==> src/hdl/spq_pkg.sv <==
// Shared types, constants and codes for the slot pool with ready queue.
`default_nettype none

package spq_pkg;

   localparam int SLOTS = 16;
   localparam int IDX_W = 4;
   localparam int PTR_W = $clog2(SLOTS);
   localparam int CNT_W = $clog2(SLOTS + 1);
   localparam int ST_W  = 3;

   localparam logic [1:0] OP_ALLOC   = 2'd0;
   localparam logic [1:0] OP_RELEASE = 2'd1;
   localparam logic [1:0] OP_ENQUEUE = 2'd2;
   localparam logic [1:0] OP_DEQUEUE = 2'd3;

   localparam logic [ST_W-1:0] ST_OK          = 3'd0;
   localparam logic [ST_W-1:0] ST_POOL_FULL   = 3'd1;
   localparam logic [ST_W-1:0] ST_QUEUE_FULL  = 3'd2;
   localparam logic [ST_W-1:0] ST_QUEUE_EMPTY = 3'd3;
   localparam logic [ST_W-1:0] ST_NOT_IN_USE  = 3'd4;

   typedef struct packed {
      logic [1:0]       opcode;
      logic [IDX_W-1:0] slot_index;
   } req_type;

   typedef struct packed {
      logic [ST_W-1:0]  status;
      logic [IDX_W-1:0] result_index;
      logic [CNT_W-1:0] used_count;
   } rsp_type;

   typedef struct packed {
      logic    fire;
      req_type req;
   } cmd_type;

   typedef struct packed {
      logic [ST_W-1:0]  status;
      logic [IDX_W-1:0] result_index;
      logic [CNT_W-1:0] used_count;
   } pool_res_type;

   typedef struct packed {
      logic [ST_W-1:0]  status;
      logic [IDX_W-1:0] result_index;
   } ring_res_type;

endpackage

`default_nettype wire

==> src/hdl/spq_slot_pool.sv <==
// Slot bitmap with lowest-free allocation and used-slot count.
`default_nettype none

module spq_slot_pool (
   input  wire logic                  clock,
   input  wire logic                  reset,
   input  wire spq_pkg::cmd_type      cmd,
   output spq_pkg::pool_res_type      res
);

   logic [spq_pkg::SLOTS-1:0]  in_use_ff, in_use_in;
   logic [spq_pkg::CNT_W-1:0]  count_ff, count_in;
   logic                       free_found;
   logic [spq_pkg::PTR_W-1:0]  free_idx;
   logic                       idx_ok;
   logic [spq_pkg::PTR_W-1:0]  rel_idx;

   // lowest free slot
   always_comb begin
      free_found = 1'b0;
      free_idx   = '0;
      for (int i = spq_pkg::SLOTS - 1; i >= 0; i--) begin
         if (!in_use_ff[i]) begin
            free_found = 1'b1;
            free_idx   = spq_pkg::PTR_W'(i);
         end
      end
   end

   assign idx_ok  = 32'(cmd.req.slot_index) < spq_pkg::SLOTS;
   assign rel_idx = spq_pkg::PTR_W'(cmd.req.slot_index);

   always_comb begin
      in_use_in        = in_use_ff;
      count_in         = count_ff;
      res.status       = spq_pkg::ST_OK;
      res.result_index = '0;
      unique case (cmd.req.opcode)
         spq_pkg::OP_ALLOC: begin
            if (free_found) begin
               res.result_index = spq_pkg::IDX_W'(free_idx);
               if (cmd.fire) begin
                  in_use_in[free_idx] = 1'b1;
                  count_in            = count_ff + 1'b1;
               end
            end else begin
               res.status = spq_pkg::ST_POOL_FULL;
            end
         end
         spq_pkg::OP_RELEASE: begin
            if (idx_ok && in_use_ff[rel_idx]) begin
               if (cmd.fire) begin
                  in_use_in[rel_idx] = 1'b0;
                  if (count_ff != '0) begin
                     count_in = count_ff - 1'b1;
                  end
               end
            end else begin
               res.status = spq_pkg::ST_NOT_IN_USE;
            end
         end
         default: begin
         end
      endcase
      res.used_count = count_in;
   end

   always_ff @(posedge clock) begin
      if (reset) begin
         in_use_ff <= '0;
         count_ff  <= '0;
      end else begin
         in_use_ff <= in_use_in;
         count_ff  <= count_in;
      end
   end

endmodule

`default_nettype wire

==> src/hdl/spq_ready_ring.sv <==
// Ring queue of ready slot indices with fill count.
`default_nettype none

module spq_ready_ring (
   input  wire logic                  clock,
   input  wire logic                  reset,
   input  wire spq_pkg::cmd_type      cmd,
   output spq_pkg::ring_res_type      res
);

   logic [spq_pkg::IDX_W-1:0] ring_ff [spq_pkg::SLOTS];
   logic [spq_pkg::PTR_W-1:0] wr_ptr_ff, wr_ptr_in;
   logic [spq_pkg::PTR_W-1:0] rd_ptr_ff, rd_ptr_in;
   logic [spq_pkg::CNT_W-1:0] fill_ff, fill_in;
   logic                      push;
   logic                      idx_ok;
   logic                      full;
   logic                      empty;

   assign idx_ok = 32'(cmd.req.slot_index) < spq_pkg::SLOTS;
   assign full   = fill_ff == spq_pkg::CNT_W'(spq_pkg::SLOTS);
   assign empty  = fill_ff == '0;

   always_comb begin
      wr_ptr_in        = wr_ptr_ff;
      rd_ptr_in        = rd_ptr_ff;
      fill_in          = fill_ff;
      push             = 1'b0;
      res.status       = spq_pkg::ST_OK;
      res.result_index = '0;
      unique case (cmd.req.opcode)
         spq_pkg::OP_ENQUEUE: begin
            if (!idx_ok) begin
               res.status = spq_pkg::ST_NOT_IN_USE;
            end else if (full) begin
               res.status = spq_pkg::ST_QUEUE_FULL;
            end else if (cmd.fire) begin
               push      = 1'b1;
               wr_ptr_in = (wr_ptr_ff == spq_pkg::PTR_W'(spq_pkg::SLOTS - 1)) ?
                           '0 : wr_ptr_ff + 1'b1;
               fill_in   = fill_ff + 1'b1;
            end
         end
         spq_pkg::OP_DEQUEUE: begin
            if (empty) begin
               res.status = spq_pkg::ST_QUEUE_EMPTY;
            end else begin
               res.result_index = ring_ff[rd_ptr_ff];
               if (cmd.fire) begin
                  rd_ptr_in = (rd_ptr_ff == spq_pkg::PTR_W'(spq_pkg::SLOTS - 1)) ?
                              '0 : rd_ptr_ff + 1'b1;
                  fill_in   = fill_ff - 1'b1;
               end
            end
         end
         default: begin
         end
      endcase
   end

   always_ff @(posedge clock) begin
      if (push) begin
         ring_ff[wr_ptr_ff] <= cmd.req.slot_index;
      end
   end

   always_ff @(posedge clock) begin
      if (reset) begin
         wr_ptr_ff <= '0;
         rd_ptr_ff <= '0;
         fill_ff   <= '0;
      end else begin
         wr_ptr_ff <= wr_ptr_in;
         rd_ptr_ff <= rd_ptr_in;
         fill_ff   <= fill_in;
      end
   end

endmodule

`default_nettype wire

==> src/hdl/slot_pool_with_ready_queue.sv <==
// Top level: slot pool with ready queue, request register and response register.
//
//   channel | ports                          | carries
//   --------+--------------------------------+-------------------------------
//   req     | req_valid, req_stall, req_data | opcode, slot_index
//   rsp     | rsp_valid, rsp_stall, rsp_data | status, result_index, used_count
//
// One transaction per cycle sustained while rsp_stall is low; a request passes through the request
// register, then the pool and ring update into the response register.
// State changes when a request moves into the response register, so requests
// are handled strictly in order. Reset is synchronous and needs no clearing pass.
// A stalled response holds the request register; req_stall rises only when both are full.
`default_nettype none

module slot_pool_with_ready_queue (
   input  wire logic              clock,
   input  wire logic              reset,
   input  wire logic              req_valid,
   output logic                   req_stall,
   input  wire spq_pkg::req_type  req_data,
   output logic                   rsp_valid,
   input  wire logic              rsp_stall,
   output spq_pkg::rsp_type       rsp_data
);

   logic                  s1_valid_ff, s1_valid_in;
   spq_pkg::req_type      s1_req_ff;
   logic                  out_valid_ff, out_valid_in;
   spq_pkg::rsp_type      out_ff, out_in;
   logic                  advance;
   logic                  accept;
   spq_pkg::cmd_type      cmd;
   spq_pkg::pool_res_type pool_res;
   spq_pkg::ring_res_type ring_res;

   assign advance   = s1_valid_ff && (!out_valid_ff || !rsp_stall);
   assign req_stall = s1_valid_ff && !advance;
   assign accept    = req_valid && !req_stall;

   assign cmd.fire = advance;
   assign cmd.req  = s1_req_ff;

   spq_slot_pool u_pool (
      .clock (clock),
      .reset (reset),
      .cmd   (cmd),
      .res   (pool_res)
   );

   spq_ready_ring u_ring (
      .clock (clock),
      .reset (reset),
      .cmd   (cmd),
      .res   (ring_res)
   );

   always_comb begin
      out_in.used_count = pool_res.used_count;
      if (s1_req_ff.opcode == spq_pkg::OP_ALLOC || s1_req_ff.opcode == spq_pkg::OP_RELEASE) begin
         out_in.status       = pool_res.status;
         out_in.result_index = pool_res.result_index;
      end else begin
         out_in.status       = ring_res.status;
         out_in.result_index = ring_res.result_index;
      end
   end

   assign s1_valid_in  = accept || (s1_valid_ff && !advance);
   assign out_valid_in = advance || (out_valid_ff && rsp_stall);

   always_ff @(posedge clock) begin
      if (reset) begin
         s1_valid_ff  <= 1'b0;
         out_valid_ff <= 1'b0;
      end else begin
         s1_valid_ff  <= s1_valid_in;
         out_valid_ff <= out_valid_in;
      end
   end

   always_ff @(posedge clock) begin
      if (accept) begin
         s1_req_ff <= req_data;
      end
      if (advance) begin
         out_ff <= out_in;
      end
   end

   assign rsp_valid = out_valid_ff;
   assign rsp_data  = out_ff;

`ifndef SYNTHESIS
   a_count_range: assert property (@(posedge clock) disable iff (reset)
      rsp_valid |-> 32'(rsp_data.used_count) <= spq_pkg::SLOTS)
      else $error("used count beyond pool size");

   a_full_count: assert property (@(posedge clock) disable iff (reset)
      (rsp_valid && rsp_data.status == spq_pkg::ST_POOL_FULL) |->
      32'(rsp_data.used_count) == spq_pkg::SLOTS)
      else $error("pool full reported with free slots");

   a_err_index: assert property (@(posedge clock) disable iff (reset)
      (rsp_valid && rsp_data.status != spq_pkg::ST_OK) |-> rsp_data.result_index == '0)
      else $error("non-zero index on failed transaction");

   a_hold_s1: assert property (@(posedge clock) disable iff (reset)
      (s1_valid_ff && !advance) |=> (s1_valid_ff && $stable(s1_req_ff)))
      else $error("request register lost a held transaction");
`endif

endmodule

`default_nettype wire

==> config.mk <==
export PLATFORM = sky130hd
export DESIGN_NAME = slot_pool_with_ready_queue
export DESIGN_NICKNAME = d
export VERILOG_FILES = /design/src/hdl/spq_pkg.sv /design/src/hdl/spq_slot_pool.sv /design/src/hdl/spq_ready_ring.sv /design/src/hdl/slot_pool_with_ready_queue.sv
export SDC_FILE = /design/constraint.sdc
export NUM_CORES = 1
export LEC_CHECK = 0
export BUFFER_PORTS_ARGS = -buffer_cell sky130_fd_sc_hd__buf_2
export CORE_ASPECT_RATIO = 0.8
export CORE_UTILIZATION = 45
export CTS_CLUSTER_SIZE = 12
export DETAILED_ROUTE_END_ITERATION = 7
export RECOVER_POWER = 100
export REMOVE_ABC_BUFFERS = 1
export SETUP_SLACK_MARGIN = 0.05
export SLEW_MARGIN = 15
export SYNTH_ARGS = -nofsm -noshare
export SYNTH_HDL_FRONTEND = slang
export SYNTH_SLANG_ARGS = --single-unit
==> constraint.sdc <==
create_clock -name clock -period 8.7 [get_ports clock]
set_input_delay 1.305 -clock clock [delete_from_list [all_inputs] [get_ports clock]]
set_output_delay 1.305 -clock clock [all_outputs]
set_load 0.01 [all_outputs]
* Word level (Yosys, flattened, before mapping)
Memory sizes are Yosys's and may differ from the RTL's. A register that Yosys moved wholly into a read port is not among the register bits. Index checks and enable logic that the tools add are counted.
Word-level totals: memories kept 1, input bits 10, bits in writable memories 64, output and inout port bits 14, register bits 54
Cells by class: eq/ne operators 14, magnitude comparators 4, bitwise logic cells 5, mux-type cells 74, add/subtract/negate cells 6, reductions and logical operators 23
Memory list:
- u_ring.ring_ff | depth 16, bits a word 4, rd ports 1, clocked after memory_dff 1, write ports 1, line spq_ready_ring.sv:11 | logic [spq_pkg::IDX_W-1:0] ring_ff [spq_pkg::SLOTS];
Operator list (number):
- $mux W4 | 24
- $mux W16 | 4
- $mux W5 | 9
- $pmux W16 S2 | 1
- $mux W1 | 25
- $pmux W5 S2 | 2
- $and A16 B16 Y16 | 1
- $not A16 Y16 | 1
- $or A16 B16 Y16 | 1
- $ne A2 B2 Y1 const B | 6
- $add A5 B1 Y5 const B | 2
- $lt A4 B5 Y1 const B | 2
- $reduce_and A5 Y1 | 2
- $sub A5 B1 Y5 const B | 2
- $add A4 B1 Y4 const B | 2
- $demux W1 S4 | 2
- $eq A4 B4 Y1 const B | 2
- $ge A4 B1 Y1 const B | 2
- $mux W7 | 1
- $logic_and A1 B1 Y1 | 6
- $pmux W3 S2 | 1
- $reduce_and A3 Y1 | 2
- $eq A5 B5 Y1 const B | 1
- $logic_not A5 Y1 | 1
- 13 further kinds | 24

* Longest topological paths before layout
Gate-level depths: netlist of run 1.
word-level depth 24, mapped depth 10

* By module
From an unflattened synthesis of run 1, not the netlist that was laid out.
Unflattened totals: cells, all modules 460, area, all modules 5778.0 µm²
Modules (own cells, without submodules):
- spq_ready_ring | area an instance 3482.1 µm², times used 1, cells each 221
- spq_slot_pool | area an instance 1561.5 µm², times used 1, cells each 203
- slot_pool_with_ready_queue | area an instance 734.5 µm², times used 1, cells each 36

* Least setup slack after synthesis of run 1
No wires, ideal clock.
path kind input to register, start point in rsp_stall, end point mem u_ring.ring_ff[3][0] (netlist name), enable pin, setup time 0.361 ns, setup slack 5.162 ns, path buffers 1, stages 8, arrival time 3.177 ns, cell sequence nand2_1 > nand2_1 > clkbuf_1 > inv_2 > nand2_1 > a211oi_1 > nand2_1 > nor3_1
Between the ends: cells in the longest elaborated chain, start to end 8
RTL lines:
- start, declared | line slot_pool_with_ready_queue.sv:22 | input wire logic rsp_stall,
- $logic_not A1 Y1 | line slot_pool_with_ready_queue.sv:36 | assign advance = s1_valid_ff && (!out_valid_ff || !rsp_stall);
- $logic_or A1 B1 Y1 | line slot_pool_with_ready_queue.sv:36
- $logic_and A1 B1 Y1 | line slot_pool_with_ready_queue.sv:36
- via advance | line slot_pool_with_ready_queue.sv:30 | logic advance;
- $mux W1 | line spq_ready_ring.sv:37 | end else if (cmd.fire) begin
- $mux W1 | line spq_ready_ring.sv:35 | end else if (full) begin
- $mux W1 | line spq_ready_ring.sv:31 | unique case (cmd.req.opcode)
- $mux W1 | line spq_ready_ring.sv:62 | if (push) begin
- $mux W1 (implied by the code) | line spq_ready_ring.sv:63 | ring_ff[wr_ptr_ff] <= cmd.req.slot_index;
- end, declared | line spq_ready_ring.sv:11
The timed path passes the listed nets, and every way through them passes these cells.

==> results of run 1 <==
==> metrics by stage <==
stage	setup WS, ps	total power, uW	utilization (%)
global route	3670	1350	52.1
floorplan	5210	678	-
CTS	5480	1320	52.6
finish	4270	1310	52.1
global placement	5170	701	48.4
detailed placement	5040	701	48.4
==> synthesized netlist by cell type, types with 4 or more instances <==
library cell and count:
xor2_1 4, a31oi_1 5, nor3_1 14, o31ai_1 6
a311oi_1 6, nand3_1 10, mux4_2 21, a311o_1 4
o211ai_1 5, a21oi_1 14, nor3b_1 4, ha_1 10
clkbuf_1 15, edfxtp_1 82, o21ai_0 5, dfxtp_1 40
nor2_1 43, nor4_1 5, mux2i_1 8, nor2b_1 10
nand4_1 7, nand2b_1 7, nand2_1 29, inv_1 27
a21o_1 5, and3_1 5, o21ai_1 4
==> state kept, by name (all words and copies together), names as in the netlist, named ones only <==
name	cells
u_ring.ring_ff	64
u_pool.in_use_ff	16
rsp_data	12
cmd	6
u_pool.count_ff	5
u_ring.fill_ff	5
u_ring.rd_ptr_ff	4
u_ring.wr_ptr_ff	4
rsp_valid	1
s1_valid_ff	1
==> how the worst max path moves through the flow <==
stage                   start                    to  slack [ps]  depth (start not counted)
global route           cmd[3]           rsp_data[4]        3670                          7
CTS                 rsp_stall  u_ring.ring_ff[1][3]        5480                          9
global placement    rsp_stall  u_ring.ring_ff[0][1]        5170                          9
floorplan           rsp_stall  u_ring.ring_ff[3][0]        5210                          7
detailed placement  rsp_stall  u_ring.ring_ff[1][1]        5040                          9
finish                 cmd[3]           rsp_data[4]        4270                          7
==> where the power goes <==
part           leakage [uW]  internal, uW  total (uW)  switching, uW
clock network      0.000246           383         620            237
logic              0.000754          17.2        51.1           33.9
registers           0.00107           627         637           10.2
==> metal layers <==
metal  up-vias  wire length, um
met2       159             5060
met4         0              190
met5         -                0
li1       1790                -
met3        21             1070
met1      1846             6390
==> area by class of cell <==
class	count	area (sq um)
clock buffers	20	437
repair buffers	26	106
inverters	28	105
fillers	1050	5840
flip-flops and latches	122	3260
multi-input cells	282	2160
well taps	171	214
clock inverters	10	80.1
==> cell usage in the layout (no fill, tap or decap), drive strengths merged, types with 6 or more instances in the layout <==
| cell type | instances |
|---|---|
| inv | 28 |
| o31ai | 6 |
| ha | 10 |
| buf | 7 |
| a311oi | 7 |
| nand4 | 7 |
| clkbuf | 39 |
| o21ai | 9 |
| nand2b | 7 |
| nor2b | 10 |
| clkinv | 6 |
| dfxtp | 40 |
| nor2 | 43 |
| mux2i | 8 |
| nand3 | 10 |
| nand2 | 29 |
| nor3 | 14 |
| edfxtp | 82 |
| mux4 | 21 |
| a21oi | 14 |
==> tightest hold or removal path, cell delays in order (launching register included) <==
cell     delay [ps]
dfxtp_1         340
a21oi_1          50
nor2_1           70
==> cell families after synthesis <==
group / count (synthesis) / synth area share (%)
multiplexers: 34 / 10.9
AND/OR/NAND/NOR: 144 / 12.8
AO/OA/AOI/OAI: 86 / 11.3
XOR/XNOR: 7 / 1.09
adder cells (fa/ha/maj): 11 / 2.57
flip-flops: 122 / 57.8
buffers and inverters: 49 / 3.57
==> results.cfg, run 1 <==
[placement]
globalplace.congestion = 0.864
dp_cells = 629
place_area_sq_um = 5910
port_buffers = 23
dpl.hpwl_um = 8990

[floorplanning]
row_count = 36
core-area_sq_um = 12200
fp.dieH_um = 102
die-area_sq_um = 13000
initial_core_util_pct = 46.3
die_w_um = 127
io_pins = 24

[clock_network]
cts_resized = 0
htreeDepth = 4
clock_path_buffers = 2
clk_pin_slew_ps = 50
numCtsBuffers = 17
clk_latency_ps = 420
holdBufCountCts = 0
cts_tree = yes
cts_setup_buffers = 0
root_buffer = clkbuf_16
clkSinkCount = 122

[global_route]
grtUsageMet2_pct = 28.0
grt_antenna_before_repair = 0
grt.total_usage_pct = 21.4
overflow = 0
first_global_vias = 3526
top_usage_layer = met1
grt_use_met1_pct = 32.8
grt_pass1_wl_um = 20200
use_met3_pct = 7.07
grt_max_degree = 36

[finish]
design_area_sq_um = 6360
drive_gt1_share_pct = 11.9
synthToLayoutAreaGrowth_pct = 12.6
final_nets = 498
final_cell_count_no_fill = 659
diodes = 0

[min_path]
hp-start = s1_valid_ff
whs_endpoint = rsp_valid
whs_path_depth = 2
hold_path.class = flip-flop to flip-flop

[timing]
setup_viol_count_final = 0
min_period_over_period_pct = 51.0
slew-limit-headroom_pct = -20.1
holdWs_ps = 501
drv_slew = 76
max_slew.worst_pin.slew_ps = 1800
rsz0062_at_grt = no
finalSetupTns_ps = 0
hold_viol_final = 0
clock.fmax_mhz = 226
skew_ps = 5.77
finalWorstPathRequiredPeriod_ps = 4430

[drt]
detail-route-antenna-nets = 0
dr.first_iter.drc_count = 464
routed_wl_um = 12700
post_drt_wl_per_cell_um = 19.3
drc = 0
vias_per_cell = 5.79
drt_first_pass_iters = 5
vias = 3816

[status]
status = complete, but fails checks
failed_checks = capacitance limit, slew limit

[yosys]
synth-warning-count = 0
netlist_area_sq_um = 5650
yosysTopAreaCell = edfxtp_1
async_reset_ff_share_pct = 0
avgSynthCellArea_sq_um = 12.5
ys_types = 62
ys_ff_latch = 122
synth_edf_count = 82
synth_flop_cell = edfxtp_1
synth_top_cell_area_share_pct = 43.6
synthCells = 453
seq_area_frac_synth_pct = 57.8
synth_area_leaders = edfxtp_1 44%, dfxtp_1 14%, mux4_2 8.4%

[critical_path]
r2r_cells = 7
worstPathArrival_ps = 4610
critical_path_buf_inv_count = 1
worst-path-max-fanout = 27
crit_path_end_kind = flip-flop
rrSetupSlack_ps = 4270
timing.rr.end = rsp_data[4]
critPathSlowestCell = nor4b_1
crit_chain = clkbuf_1 -> nor2b_1 -> a22oi_1 -> a211oi_1 -> nor4b_1 -> a21boi_0 -> a21o_1
cp.required_ps = 8880
start_kind = flip-flop
path_delay_family = simple AND/OR/NAND/NOR gates
critPathKind = flip-flop to flip-flop
r2r_start = cmd[3]
slowest_delay_ps = 1460

[pwr]
ir_drop_mv = 0.140
power.density_nw_per_um2 = 206
p_leak_uw = 0.00207

[job]
max_cap_viol_count = 3
Power figures use the tool's default switching activity.
==> run 2, diff against run 1 <==
- ABC_AREA: not set -> 1
- clock period: 8.7 -> 4.6 ns (I/O delays scaled with it)
==> run 2 against run 1 <==
  * The run still ends with capacitance limit, slew limit left
  * Cell count grew 25%
  * Fmax grew 36%
  * Die area rose by 1.8%
  * Clock-buffer cell count stayed put
  * Largest power group is now the clock network
==> results.cfg, run 2 <==
[critical_path]
crit_path_end = u_pool.in_use_ff[1]
critical_path_buf_inv_count = 3
crit_chain = clkbuf_1 -> nand2_1 -> o22ai_1 -> o21ai_1 -> nand2_1 -> clkinv_1 -> nand2_1 -> nand2_1 -> nand2_4 -> clkinvlp_2 -> nand4_2 -> nor2_1 -> nor2_1 -> nor2_1
worstPathArrival_ps = 3550
timing.rr.end = u_pool.in_use_ff[1]
cp.required_ps = 4900
crit_path_end_kind = flip-flop
critPathKind = flip-flop to flip-flop
path_depth = 14
cp_common_cell = nand2_1
worst-path-max-fanout = 20
critPathSlowestCell = clkbuf_1
r2r_cells = 14
critPathLaunch = cmd[0]
start_kind = flip-flop
rrSetupSlack_ps = 1350
r2r_start = cmd[0]
slowest_delay_ps = 730
path_delay_family = simple AND/OR/NAND/NOR gates

[timing]
slew-limit-headroom_pct = -20.3
finalSetupTns_ps = 0
rsz0062_at_grt = no
max_slew.worst_pin.slew_ps = 1800
skew_ps = 9.14
clock.fmax_mhz = 308
setup_viol_count_final = 0
hold_viol_final = 0
min_period_over_period_pct = 70.6
drv_slew = 49
finalWorstPathRequiredPeriod_ps = 3250

[drt]
vias = 4366
detail-route-antenna-nets = 0
routed_wl_um = 13100
vias_per_cell = 5.32
post_drt_wl_per_cell_um = 15.9
drc = 0
drt_first_pass_iters = 5
dr.first_iter.drc_count = 428

[finish]
diodes = 0
synthToLayoutAreaGrowth_pct = 13.4
layout_commonest_cell = edfxtp_1
top_register = u_ring.ring_ff
nFillCells = 1157
final_nets = 658
design_area_sq_um = 6530
final_cell_count_no_fill = 821
layout_common_cells = 82 x edfxtp_1, 81 x inv_1, 80 x o21ai_0
drive_gt1_share_pct = 7.85
postLayoutCoreUtil_pct = 52.9
largest_register_ffs = 64

[clock_network]
holdBufCountCts = 0
numCtsBuffers = 17
cts_resized = 0
clk_pin_slew_ps = 50
clkSinkCount = 122
cts_tree = yes
clock_path_buffers = 2
cts_setup_buffers = 0
clk_latency_ps = 420
root_buffer = clkbuf_16
htreeDepth = 4

[yosys]
synth_top_cell_area_share_pct = 42.8
synth_flop_cell = edfxtp_1
synth.most_common_cell = edfxtp_1
synthCells = 607
avgSynthCellArea_sq_um = 9.48
synth_common_cells = 82 x edfxtp_1, 78 x inv_1, 77 x o21ai_0
seq_area_frac_synth_pct = 56.7
synth_xor_area_share_pct = 0.891
yosys.area_share.simple_pct = 14.4
synth-warning-count = 0
netlist_area_sq_um = 5760
ys_ff_latch = 122
synth_top_family_by_area = compound AO/OA/AOI/OAI gates
yosysTopAreaCell = edfxtp_1
synthMuxAreaShare_pct = 2.78
synth_edf_count = 82
synth_compound_area_share_pct = 15.6
synth_area_leaders = edfxtp_1 43%, dfxtp_1 14%, o21ai_0 6.7%
synthAdderAreaFrac_pct = 2.52
async_reset_ff_share_pct = 0
ys_types = 45

[floorplanning]
die_w_um = 128
io_pins = 24
initial_core_util_pct = 46.6
fp.dieH_um = 103
row_count = 36
die-area_sq_um = 13200
core-area_sq_um = 12300

[placement]
dp_cells = 789
dpl.hpwl_um = 9020
globalplace.congestion = 0.869
place_area_sq_um = 6040
port_buffers = 23

[pwr]
ir_drop_mv = 0.298
power.density_nw_per_um2 = 400
p_leak_uw = 0.00233

[global_route]
grt.total_usage_pct = 21.3
first_global_vias = 4089
grt_antenna_before_repair = 0
overflow = 0
grt_max_degree = 49
grt_pass1_wl_um = 20700

[status]
status = complete, but fails checks
failed_checks = capacitance limit, slew limit

[job]
max_cap_viol_count = 1

[min_path]
hold_path.class = input port to flip-flop
-- run 2: changes by cell type after synthesis, moves of 8 or more --
| cell | delta |
|---|---|
| inv_2 | +9 |
| nor2_1 | +14 |
| nor3_1 | -10 |
| inv_1 | +51 |
| nand2_1 | +44 |
| mux2i_1 | +8 |
| o21ai_0 | +72 |
| nand3_1 | +13 |
| mux4_2 | -21 |
| nor2b_1 | -10 |
| a21oi_1 | +39 |
-- run 2: cell type report --
| type | instances | area [sq um] | area share (%) |
|---|---|---|---|
| Multi-Input combinational cell | 380 | 2030 | 31.1 |
| Tap cell | 171 | 214 | 3.28 |
| Inverter | 90 | 339 | 5.19 |
| Sequential cell | 122 | 3260 | 50.0 |
| Timing Repair Buffer | 26 | 111 | 1.71 |
| Clock buffer | 20 | 447 | 6.84 |
| Clock inverter | 12 | 124 | 1.90 |
-- run 2: cell families after synthesis --
family / count (synthesis)
buffers and inverters: 105
multiplexers: 16
XOR/XNOR: 5
AO/OA/AOI/OAI: 164
AND/OR/NAND/NOR: 184
flip-flops: 122
adder cells (fa/ha/maj): 11
-- run 2: worst min-delay path by stage --
stage | from | slack [ps] | endpoint | cells past startpoint
2_1_floorplan | u_ring.fill_ff[4] | 440 | u_ring.fill_ff[4] | 1
3_3_place_gp | u_ring.fill_ff[4] | 470 | u_ring.fill_ff[4] | 1
3_5_place_dp | u_ring.fill_ff[4] | 470 | u_ring.fill_ff[4] | 1
4_1_cts | req_data[3] | 430 | cmd[3] | 1
5_1_grt | req_data[3] | 430 | cmd[3] | 1
6_report | req_data[3] | 440 | cmd[3] | 1
-- run 2: where the power goes --
group | switching (uW) | internal, uW
Clock | 471 | 805
Combinational | 86.2 | 39.5
Sequential | 23.1 | 1190
-- run 2: per-stage QoR --
stage               hold WS, ps  worst slack [ps]  total power (uW)
finish                      444              1350              2610
global route                431               910              2700
CTS                         426              2080              2650
detailed placement          472              1830              1370
global placement            465              1940              1360
floorplan                   444              1760              1320
-- run 2: per-layer routing --
layer,vias up,share of wire [%],wire length [um],track usage (%)
met5,-,0,0,0
met4,0,1.3,165,7.42
met3,18,5.8,760,5.86
met2,146,45,5910,33.3
met1,2043,48,6240,28.8
li1,2159,-,-,-
